## src/design/base64_stream_encoder_unit_macros.svh

```systemverilog
// ----------------------------------------------------------------------------
// Base64 stream encoder assertion macros
// Concurrent assertion helpers shared by the encoder modules; empty under
// synthesis.
// ----------------------------------------------------------------------------
`ifndef BASE64_STREAM_ENCODER_UNIT_MACROS_SVH
`define BASE64_STREAM_ENCODER_UNIT_MACROS_SVH

`ifndef SYNTHESIS

// Same-cycle implication, reset-qualified
`define B64E_ASSERT_IMPLIES(lbl, clk, rst_n, ante, cons) \
    lbl: assert property (@(posedge clk) disable iff (!(rst_n)) (ante) |-> (cons)) \
        else $error("encoder check failed");

// Next-cycle implication, reset-qualified
`define B64E_ASSERT_NEXT(lbl, clk, rst_n, ante, cons) \
    lbl: assert property (@(posedge clk) disable iff (!(rst_n)) (ante) |=> (cons)) \
        else $error("encoder check failed");

`else

`define B64E_ASSERT_IMPLIES(lbl, clk, rst_n, ante, cons)
`define B64E_ASSERT_NEXT(lbl, clk, rst_n, ante, cons)

`endif

`endif

```

## src/design/b64e_pkg.sv

```systemverilog
// ----------------------------------------------------------------------------
// Base64 encoder package
// Character constants, the sextet-to-ASCII mapping and the group result type.
// ----------------------------------------------------------------------------
`default_nettype none

package b64e_pkg;

    localparam int unsigned CHAR_W  = 7;
    localparam int unsigned CHARS_N = 4;
    localparam int unsigned COUNT_W = 3;

    localparam logic [CHAR_W-1:0] CHAR_PAD    = 7'h3D; // '='
    localparam logic [CHAR_W-1:0] CHAR_PLUS   = 7'h2B; // '+'
    localparam logic [CHAR_W-1:0] CHAR_SLASH  = 7'h2F; // '/'
    localparam logic [CHAR_W-1:0] CHAR_MINUS  = 7'h2D; // '-'
    localparam logic [CHAR_W-1:0] CHAR_UNDER  = 7'h5F; // '_'
    localparam logic [CHAR_W-1:0] CHAR_UPPER_A = 7'h41;
    localparam logic [CHAR_W-1:0] CHAR_LOWER_BASE = 7'h47; // 'a' minus 26
    localparam logic [CHAR_W-1:0] DIGIT_OFFSET = 7'd4;    // 52 minus '0'

    // Characters produced by one input item, first character in slot 0
    typedef struct packed {
        logic [COUNT_W-1:0]             count;
        logic                           last;
        logic [CHARS_N-1:0][CHAR_W-1:0] chars;
    } b64e_res_t;

    // Map one 6-bit value to its alphabet character
    function automatic logic [CHAR_W-1:0] sextet_char(input logic [5:0] idx,
                                                      input logic url);
        logic [CHAR_W-1:0] wide;
        wide = {1'b0, idx};
        if (idx < 6'd26) begin
            sextet_char = CHAR_UPPER_A + wide;
        end else if (idx < 6'd52) begin
            sextet_char = CHAR_LOWER_BASE + wide;
        end else if (idx < 6'd62) begin
            sextet_char = wide - DIGIT_OFFSET;
        end else if (idx == 6'd62) begin
            sextet_char = url ? CHAR_MINUS : CHAR_PLUS;
        end else begin
            sextet_char = url ? CHAR_UNDER : CHAR_SLASH;
        end
    endfunction

endpackage

`default_nettype wire

```

## src/design/b64e_group.sv

```systemverilog
// ----------------------------------------------------------------------------
// Base64 group builder
// Holds the partial three-byte group and works out the characters that one
// byte causes: four for a complete group, a padded or short flush on last.
// ----------------------------------------------------------------------------
`default_nettype none
`include "base64_stream_encoder_unit_macros.svh"

module b64e_group
    import b64e_pkg::*;
(
    input  wire logic       aclk,
    input  wire logic       aresetn,
    input  wire logic       step_en,   // byte consumed this cycle
    input  wire logic [7:0] data_byte,
    input  wire logic       last_byte,
    input  wire logic       url_safe,
    output b64e_res_t       res
);

    logic [15:0] held_reg, held_next;
    logic [1:0]  fill_reg, fill_next;
    logic [23:0] group;
    logic [5:0]  sx0, sx1, sx2, sx3;
    logic        full;

    assign full = fill_reg[1];

    // Assemble the 24-bit group, oldest byte highest
    always_comb begin
        if (full) begin
            group = {held_reg, data_byte};
        end else if (fill_reg == 2'd1) begin
            group = {held_reg[7:0], data_byte, 8'h00};
        end else begin
            group = {data_byte, 16'h0000};
        end
    end

    assign sx0 = group[23:18];
    assign sx1 = group[17:12];
    assign sx2 = group[11:6];
    assign sx3 = group[5:0];

    // Choose character slots and how many of them count
    always_comb begin
        res.last     = last_byte;
        res.chars[0] = sextet_char(sx0, url_safe);
        res.chars[1] = sextet_char(sx1, url_safe);
        res.chars[2] = sextet_char(sx2, url_safe);
        res.chars[3] = sextet_char(sx3, url_safe);
        if (full) begin
            res.count = 3'd4;
        end else if (!last_byte) begin
            res.count = 3'd0;
        end else if (fill_reg == 2'd1) begin
            res.chars[3] = CHAR_PAD;
            res.count    = url_safe ? 3'd3 : 3'd4;
        end else begin
            res.chars[2] = CHAR_PAD;
            res.chars[3] = CHAR_PAD;
            res.count    = url_safe ? 3'd2 : 3'd4;
        end
    end

    // Advance the held bytes; clear on a complete group or on last
    always_comb begin
        held_next = held_reg;
        fill_next = fill_reg;
        if (step_en) begin
            if (full || last_byte) begin
                held_next = 16'h0000;
                fill_next = 2'd0;
            end else begin
                held_next = {held_reg[7:0], data_byte};
                fill_next = fill_reg + 2'd1;
            end
        end
    end

    always_ff @(posedge aclk) begin
        if (!aresetn) begin
            held_reg <= 16'h0000;
            fill_reg <= 2'd0;
        end else begin
            held_reg <= held_next;
            fill_reg <= fill_next;
        end
    end

    `B64E_ASSERT_IMPLIES(a_fill_range, aclk, aresetn, 1'b1, fill_reg != 2'd3)
    `B64E_ASSERT_NEXT(a_last_clears, aclk, aresetn, step_en && last_byte, fill_reg == 2'd0)
    `B64E_ASSERT_IMPLIES(a_emit_cause, aclk, aresetn, step_en && (res.count != 3'd0),
                         (fill_reg == 2'd2) || last_byte)

endmodule

`default_nettype wire

```

## src/design/base64_stream_encoder_unit.sv

```systemverilog
// ----------------------------------------------------------------------------
// Base64 stream encoder
// Takes a byte stream and sends out Base64 ASCII characters, one per item.
// Each byte is taken into an input register; a byte that completes a group
// of three, or that carries tlast, loads four characters (a short or padded
// flush on tlast) into a four-slot result buffer, and the buffer sends them
// one per cycle while m_tready is high. Bytes that only fill the group are
// accepted every cycle; a byte that produces characters waits in the input
// register until the buffer is empty or its final character is being taken.
// The single-character output port sets the rate, and the first character
// passes through the input register and the result buffer before it leaves.
// cfg_wr_data selects the URL-safe alphabet without padding (1, the reset
// value) or the standard alphabet with '=' padding (0); write it only while
// the block is idle.
// ----------------------------------------------------------------------------
`default_nettype none
`include "base64_stream_encoder_unit_macros.svh"

module base64_stream_encoder_unit
    import b64e_pkg::*;
(
    input  wire logic       aclk,
    input  wire logic       aresetn,
    // configuration
    input  wire logic       cfg_wr_en,
    input  wire logic       cfg_wr_data,  // url_safe_mode
    // byte input
    input  wire logic       s_tvalid,
    output logic            s_tready,
    input  wire logic [7:0] s_tdata,      // [7:0] data_byte
    input  wire logic       s_tlast,      // last_byte
    // character output
    output logic            m_tvalid,
    input  wire logic       m_tready,
    output logic [7:0]      m_tdata,      // [6:0] out_char, [7] zero
    output logic            m_tlast       // last_char
);

    logic mode_reg;

    logic       in_valid_reg, in_valid_next;
    logic [7:0] in_byte_reg;
    logic       in_last_reg;

    logic [COUNT_W-1:0]             cnt_reg, cnt_next;
    logic                           last_reg, last_next;
    logic [CHARS_N-1:0][CHAR_W-1:0] chars_reg, chars_next;

    b64e_res_t res;
    logic      buf_free;
    logic      stage_go;
    logic      emit_load;
    logic      pop;

    // Mode register
    always_ff @(posedge aclk) begin
        if (!aresetn) begin
            mode_reg <= 1'b1;
        end else if (cfg_wr_en) begin
            mode_reg <= cfg_wr_data;
        end
    end

    b64e_group u_group (
        .aclk      (aclk),
        .aresetn   (aresetn),
        .step_en   (stage_go),
        .data_byte (in_byte_reg),
        .last_byte (in_last_reg),
        .url_safe  (mode_reg),
        .res       (res)
    );

    // Handshake decisions
    assign pop       = m_tvalid && m_tready;
    assign buf_free  = (cnt_reg == '0) || ((cnt_reg == COUNT_W'(1)) && m_tready);
    assign stage_go  = in_valid_reg && ((res.count == '0) || buf_free);
    assign emit_load = stage_go && (res.count != '0);
    assign s_tready  = !in_valid_reg || stage_go;

    // Input register
    always_comb begin
        in_valid_next = in_valid_reg;
        if (s_tvalid && s_tready) begin
            in_valid_next = 1'b1;
        end else if (stage_go) begin
            in_valid_next = 1'b0;
        end
    end

    always_ff @(posedge aclk) begin
        if (!aresetn) begin
            in_valid_reg <= 1'b0;
        end else begin
            in_valid_reg <= in_valid_next;
        end
    end

    always_ff @(posedge aclk) begin
        if (s_tvalid && s_tready) begin
            in_byte_reg <= s_tdata;
            in_last_reg <= s_tlast;
        end
    end

    // Result buffer: load a group, or shift one character out
    always_comb begin
        cnt_next   = cnt_reg;
        last_next  = last_reg;
        chars_next = chars_reg;
        if (emit_load) begin
            cnt_next   = res.count;
            last_next  = res.last;
            chars_next = res.chars;
        end else if (pop) begin
            cnt_next = cnt_reg - COUNT_W'(1);
            for (int i = 0; i < CHARS_N - 1; i++) begin
                chars_next[i] = chars_reg[i+1];
            end
        end
    end

    always_ff @(posedge aclk) begin
        if (!aresetn) begin
            cnt_reg  <= '0;
            last_reg <= 1'b0;
        end else begin
            cnt_reg  <= cnt_next;
            last_reg <= last_next;
        end
    end

    always_ff @(posedge aclk) begin
        chars_reg <= chars_next;
    end

    // Drive the output item from the buffer head
    assign m_tvalid = (cnt_reg != '0);
    assign m_tdata  = {1'b0, chars_reg[0]};
    assign m_tlast  = last_reg && (cnt_reg == COUNT_W'(1));

    `B64E_ASSERT_IMPLIES(a_cnt_range, aclk, aresetn, 1'b1, cnt_reg <= COUNT_W'(CHARS_N))
    `B64E_ASSERT_IMPLIES(a_load_when_free, aclk, aresetn, emit_load, buf_free)
    `B64E_ASSERT_NEXT(a_load_fills, aclk, aresetn, emit_load, m_tvalid)

endmodule

`default_nettype wire

```

## config.mk

```make
export PLATFORM = sky130hd
export DESIGN_NAME = base64_stream_encoder_unit
export DESIGN_NICKNAME = d
export VERILOG_FILES = /design/src/design/b64e_pkg.sv /design/src/design/b64e_group.sv /design/src/design/base64_stream_encoder_unit.sv
export VERILOG_INCLUDE_DIRS = /design/src /design/src/design
export SDC_FILE = /design/constraint.sdc
export NUM_CORES = 1
export LEC_CHECK = 0
export BUFFER_PORTS_ARGS = -buffer_cell sky130_fd_sc_hd__buf_2
export CAP_MARGIN = 20
export CORE_UTILIZATION = 45
export CTS_BUF_LIST = sky130_fd_sc_hd__clkbuf_4
export DETAILED_ROUTE_END_ITERATION = 8
export SLEW_MARGIN = 40
export SYNTH_ARGS = -nofsm -noshare
export SYNTH_HDL_FRONTEND = slang
export SYNTH_SLANG_ARGS = --single-unit
export TNS_END_PERCENT = 50
```

## constraint.sdc

```tcl
create_clock -name aclk -period 6.5 [get_ports aclk]
set_clock_uncertainty 0.2 [all_clocks]
set_input_delay 0.65 -clock aclk [delete_from_list [all_inputs] [get_ports aclk]]
set_output_delay 0.65 -clock aclk [all_outputs]
set_load 0.03 [all_outputs]
```

==> flow_metrics.tcl, run 1 <==
set metrics [dict create \
    ant_nets 0 \
    grt_overflow_total 0 \
    worstPathRequired_ns 6.48 \
    multi_input_area_sq_um 2572 \
    cts_made_buffers 9 \
    clkTransAtPathRegs_ns 0.13 \
    place_hpwl_mm 7.577 \
    cts_tree "yes" \
    reg2reg_from "u_group.fill_reg[1]" \
    wl_mm 10.69 \
    worstHoldEndpoint "in_last_reg" \
    antenna_found_initial 0 \
    diodes 0 \
    route.detailed.drc 0 \
    final_layout_size_suffix_gt1_frac 0.1472 \
    post_dp_cell_area_sq_um 4584 \
    fin_area_sq_um 4737 \
    crit_buf_inv 3 \
    cap_violations 0 \
    rows 36 \
    io_buffers 24 \
    grt_pass1_wl_mm 17.77 \
    postCtsSetupRepairBufs 0 \
    min_period_ns 3.892 \
    worst_slack_ns 2.608 \
    synth_top_area_frac 0.2485 \
    dp_slack_ns 2.665 \
    regArea_sq_um 1593 \
    slowest_delay_ns 0.59 \
    die_y_um 101.7 \
    num_vias 3708 \
    ys_seq_area_frac 0.3559 \
    p_switching_w 0.0005664 \
    hp-start "s_tlast" \
    path_class "flop to flop" \
    fin_tns_setup_ns 0 \
    worstSetupStartpointType "flop" \
    via_per_inst 5.652 \
    max_freq_ghz 0.2569 \
    worst_pin_slew_ns 0.6782 \
    cp_top_family "compound AO/OA/AOI/OAI gates" \
    ctsResizeCount 0 \
    outcome "completed" \
    crit_fanout 50 \
    cts_root_buffer "clkbuf_4" \
    p_sw_frac 0.4078 \
    synth_edf_count 37 \
    nFillCells 940 \
    postSynthAreaPerCell_sq_um 8.700 \
    report.final.slew_viol_count 0 \
    hold_depth 1 \
    crit_slowest_cell "ha_2" \
    clk_latency_ns 0.42 \
    ioPinCount 26 \
    synthToLayoutAreaGrowth_pct 5.932 \
    die_x_um 101.7 \
    synth_area_sq_um 4472 \
    reg2regPathDepth 13 \
    nets 557 \
    clockBufferDepth 2 \
    r2r-end "m_tdata[2]" \
    holdBufCountCts 0 \
    gp_congestion 0.8574 \
    drt-initial-drc-count 210 \
    crit_path_end_kind "flop" \
    cellLeakagePower_nw 1.795 \
    rsz0062_at_grt "false" \
    pwr-share-seq 0.408 \
    synth-main-ff-cell "edfxtp_1" \
    ys_seq_elements 61 \
    fp.dieArea_sq_um 10340 \
    holdCritPathClass "input port to flop" \
    initial_utilization 0.4618 \
    grt_max_degree 51 \
    hold_violations 0 \
    synth_area_leaders "edfxtp_1 (25%), dfxtp_1 (11%), nand2_1 (7.0%)" \
    htree_levels 3 \
    whs_ns 0.1924 \
    wl_per_cell_um 16.29 \
    cp_cell_sequence "buf_4 -> inv_2 -> ha_2 -> mux2i_1 -> o21ai_2 -> inv_1 -> ha_1 -> a31oi_1 -> o21ai_0 -> a21bo_2 -> or3_1 -> o21ai_0 -> a31oi_1" \
    grt_pass1_vias 3561 \
    period_share 0.5988 \
    max_slew_margin 0.5478 \
    setup_viol 0 \
    largest_reg_flops 21 \
    synth_nets 553 \
    p_per_area_nw_per_um2 293.2 \
    power.internal_w 0.0008225 \
    vdd_drop_max_uv 157.0 \
    synthDistinctLibCells 74 \
    drtPass1Iterations 4 \
    synth_top_area_cell "edfxtp_1" \
    p_clk_frac 0.213 \
    r2r_slack_ns 2.61 \
    grt_use_total 0.2245 \
    critPathArrivalTime_ns 3.87 \
    async_reset_ff_frac 0 \
    core-area_sq_um 9684 \
    comb_power_share 0.379 \
    cts_sinks 61 \
    ys_warn_count 0 \
    netlist_instances 514 \
    total_power_w 0.001389 \
]
[worst register-to-register path: stages (launching register included)]
cell and delay, ns:
dfxtp_1 0.32, buf_4 0.26, inv_2 0.33, ha_2 0.60, mux2i_1 0.17, o21ai_2 0.24, inv_1 0.20, ha_1 0.26
a31oi_1 0.16, o21ai_0 0.15, a21bo_2 0.28, or3_1 0.35, o21ai_0 0.08, a31oi_1 0.06
[cell usage after synthesis (all sizes together) (4+ instances only)]
cell and instances:
a31oi 9, nand3 17, inv 30, nor2b 6, and2 4, and3 7, ha 24, clkbuf 12
xnor2 14, o21a 10, nor3 12, edfxtp 37, buf 22, mux2i 13, o211ai 9, dfxtp 24
mux2 4, nand3b 4, a311oi 4, nand2 83, a21oi 43, o21ai 35, nor2 29, nand2b 4
xor2 5
[worst max-delay path by stage]
| stage | startpoint | to | slack [ns] | cells past startpoint |
|---|---|---|---|---|
| final | u_group.fill_reg[1] | m_tdata[2] | 2.61 | 13 |
| after global routing | u_group.fill_reg[1] | m_tdata[2] | 2.37 | 13 |
| after CTS | u_group.fill_reg[1] | m_tdata[2] | 2.62 | 13 |
| after detailed placement | u_group.fill_reg[1] | m_tdata[2] | 2.66 | 13 |
| after global placement | u_group.fill_reg[1] | m_tdata[5] | 2.46 | 11 |
| after floorplan | u_group.fill_reg[1] | m_tdata[5] | 3.30 | 13 |
[logic make-up after synthesis]
family	share of synthesized area
simple gates	0.1919
compound gates	0.2269
buf+inv	0.07107
flops	0.3559
fa+ha+maj	0.06715
xor+xnor	0.03721
mux	0.04896
other cells	0.0008386
[power groups by stage]
stage	combinational (W)	sequential, W	clock, W
detailed placement	0.000524	0.000576	0
CTS	0.000527	0.000567	0.000305
floorplan	0.000442	0.000550	0
global route	0.000589	0.000576	0.000322
global placement	0.000520	0.000575	0
finish	0.000526	0.000566	0.000296
[layer usage]
metal / up-vias / share of wire / track usage / wire length (um)
met3: 16 / 0.049 / 0.03106 / 520
li1: 1849 / - / - / -
met4: 0 / 0.020 / 0.09476 / 211
met1: 1741 / 0.44 / 0.2786 / 4703
met2: 102 / 0.49 / 0.3893 / 5250
met5: - / 0 / 0 / 0
[stage by stage]
stage          std cells  utilization
5_1_grt              656       0.4891
3_3_place_gp         640       0.4727
3_5_place_dp         640       0.4734
2_1_floorplan        514            -
6_report             656       0.4891
4_1_cts              656       0.4886
[final cells by class]
class | count | share of cell area
clock buffer | 9 | 0.01426
inverter | 30 | 0.02430
tap | 133 | 0.03513
clock inverter | 7 | 0.01690
sequential | 61 | 0.3362
timing repair buffer | 27 | 0.03011
multi-input combinational | 389 | 0.5431
[placed cells by master, fill, tap and decap left out, drive strengths merged, types with 12 or more instances in the layout]
cell type,count
xnor2,14
nand2,83
edfxtp,37
buf,27
inv,35
mux2i,13
dfxtp,24
ha,24
o21ai,35
nor3,12
nor2,29
a21oi,43
nand3,17
No activity file was read; power rests on OpenSTA's default activity.
==> inputs of run 2 (changes only) <==
- ABC_AREA: unset -> 1
- clock period: 6.5 -> 3.3 ns (I/O delays scaled with it)
==> run 2 against run 1 <==
  * Fmax up 39%
  * Sequential power up 93%
  * Largest power group unchanged
  * First-iteration DRC count up 27%
  * Critical path depth unchanged
  * Critical path type unchanged
  * Worst setup slack worse by 2.1 ns
  * Hold slack worse by 0.055 ns
  * Sequential share of layout area down 3.2 points
  * Non-clock buffer count up 16
  * Final cell count up 22%
==> flow_metrics.tcl, run 2 <==
set metrics [dict create \
    rows 37 \
    vdd_drop_max_uv 307.6 \
    cts_sinks 61 \
    p_sw_frac 0.4016 \
    via_per_inst 5.324 \
    p_switching_w 0.001106 \
    grt_use_total 0.2357 \
    cts_root_buffer "clkbuf_4" \
    ys_seq_area_frac 0.3327 \
    crit_fanout 10 \
    postSynthAreaPerCell_sq_um 7.617 \
    worst_pin_slew_ns 0.6101 \
    postCtsSetupRepairBufs 0 \
    drtPass1Iterations 5 \
    path_class "flop to flop" \
    final_common_cell "nand2_1" \
    num_vias 4254 \
    place_hpwl_mm 8.880 \
    clockBufferDepth 2 \
    max_slew_margin 0.5918 \
    dp_cells 770 \
    synth_area_sq_um 4783 \
    r2r_slack_ns 0.51 \
    nets 697 \
    wl_mm 12.13 \
    wl_per_cell_um 15.18 \
    netlist_instances 628 \
    final_layout_size_suffix_gt1_frac 0.1855 \
    antenna_found_initial 0 \
    yosysMostFrequentCell "nand2_1" \
    synthToLayoutAreaGrowth_pct 9.260 \
    nFillCells 1027 \
    synth-main-ff-cell "edfxtp_1" \
    worst_slack_ns 0.5072 \
    diodes 0 \
    report.final.slew_viol_count 0 \
    period_share 0.8463 \
    synth_edf_count 37 \
    multi_input_area_sq_um 2705 \
    fin_util 0.5062 \
    critPathArrivalTime_ns 2.76 \
    cap_violations 0 \
    crit_start "u_group.fill_reg[1]" \
    power.internal_w 0.001647 \
    rsz0062_at_grt "false" \
    setup_viol 0 \
    holdCritPathClass "input port to flop" \
    synth_nets 667 \
    cellLeakagePower_nw 2.292 \
    die_y_um 105.1 \
    drt-initial-drc-count 266 \
    pwr-share-seq 0.396 \
    initial_utilization 0.4633 \
    final_cell_mix "nand2_1 (144), inv_1 (62), nand3_1 (52), nor2_1 (52), edfxtp_1 (37)" \
    synthDistinctLibCells 51 \
    dp_slack_ns 0.5559 \
    r2r-end "m_tdata[0]" \
    finalNonFillerCells 799 \
    p_per_area_nw_per_um2 526.7 \
    ioPinCount 26 \
    worstPathRequired_ns 3.27 \
    clkTransAtPathRegs_ns 0.11 \
    worstSetupStartpointType "flop" \
    ys_top_cells_by_count "nand2_1 (144), inv_1 (62), nand3_1 (52), nor2_1 (52), edfxtp_1 (37)" \
    outcome "completed" \
    die_x_um 105.1 \
    clk_latency_ns 0.43 \
    min_period_ns 2.793 \
    synth_top_area_frac 0.2323 \
    io_buffers 24 \
    grt_overflow_total 0 \
    reg2regPathDepth 13 \
    grt_pass1_vias 4138 \
    regArea_sq_um 1592 \
    ys_seq_elements 61 \
    ant_nets 0 \
    grt_max_degree 29 \
    max_freq_ghz 0.3581 \
    hold_violations 0 \
    async_reset_ff_frac 0 \
    cts_made_buffers 9 \
    core-area_sq_um 10320 \
    cts_tree "yes" \
    htree_levels 3 \
    grt_pass1_wl_mm 20.20 \
    fin_tns_setup_ns 0 \
    comb_power_share 0.377 \
    reg2reg_from "u_group.fill_reg[1]" \
    gp_congestion 0.9131 \
    largest_reg_flops 21 \
    crit_path_end_kind "flop" \
    synth_top_area_cell "edfxtp_1" \
    p_clk_frac 0.227 \
    crit_end "m_tdata[0]" \
    route.detailed.drc 0 \
    total_power_w 0.002753 \
    fp.dieArea_sq_um 11050 \
    ys_warn_count 0 \
    synth_area_leaders "edfxtp_1 (23%), nand2_1 (11%), dfxtp_1 (10%)" \
]
## run 2: changes by cell type after synthesis, sizes merged, moves of 7 or more
cell / previous run / this run
a211oi: 3 / 10
a21boi: 1 / 8
a21oi: 43 / 25
and3: 7 / 0
clkbuf: 12 / 0
inv: 30 / 77
mux2i: 13 / 0
nand2: 83 / 165
nand3: 17 / 59
nor2: 29 / 67
o21a: 10 / 0
or2: 3 / 15
xnor2: 14 / 4
## run 2: repair_timing
item | 4_1_cts | 5_1_grt
hold buffers | 13 | 0
resized for setup | 0 | 0
endpoints found under the hold margin | 13 | 0
## run 2: cell type report
class	count	share of cell area
Clock inverter	7	0.01891
Multi-Input combinational cell	465	0.5176
Timing Repair Buffer	43	0.05650
Sequential cell	61	0.3045
Inverter	78	0.05698
Tap cell	136	0.03256
Clock buffer	9	0.01293
## run 2: worst max-delay path, cell delays in order, from the launching register on
cell and delay [ns]:
dfxtp_1 0.36, inv_6 0.06, ha_1 0.24, buf_4 0.24, nand2_1 0.08, nand3_1 0.10
nand2_2 0.12, ha_1 0.22, inv_1 0.07, nand3_1 0.13, nor2_4 0.21, inv_2 0.09
o21ai_0 0.31, a2bb2oi_1 0.10
## run 2: cell families after synthesis
group | Yosys count | share of synthesized area
AO/OA/AOI/OAI | 100 | 0.1436
buffers and inverters | 102 | 0.1018
XOR/XNOR | 13 | 0.02380
AND/OR/NAND/NOR | 327 | 0.3346
adder cells (fa/ha/maj) | 24 | 0.06278
flip-flops | 61 | 0.3327
other | 1 | 0.0007840
## run 2: routing by layer
layer  wire length, um  up-vias  GRT usage
met2              5787      137     0.4044
met1              5335     1951     0.2823
li1                  -     2132          -
met5                 0        -          0
met3               572       34    0.04242
met4               435        0     0.1187
## run 2: through the flow
step	instance area, sq um	hold WS (ns)
2_1_floorplan	4783	0.2289
3_3_place_gp	4930	0.2581
3_5_place_dp	4930	0.2558
4_1_cts	5226	0.1157
5_1_grt	5226	0.1515
6_report	5226	0.1371
## run 2: power groups by stage
stage | logic [W] | clock network [W] | registers (W)
finish | 0.00104 | 0.000626 | 0.00109
global route | 0.00116 | 0.000679 | 0.00110
CTS | 0.00103 | 0.000636 | 0.00109
detailed placement | 0.00101 | 0 | 0.00111
global placement | 0.00100 | 0 | 0.00111
floorplan | 0.000842 | 0 | 0.00107
## run 2: how the worst min path moves through the flow
stage,startpoint,to,cells after the start
2_1_floorplan,s_tdata[0],in_byte_reg[0],0
4_1_cts,m_tready,in_valid_reg,4
5_1_grt,m_tready,in_valid_reg,4
3_5_place_dp,u_group.held_reg[12],u_group.held_reg[12],2
6_report,m_tready,in_valid_reg,4
3_3_place_gp,u_group.held_reg[12],u_group.held_reg[12],2
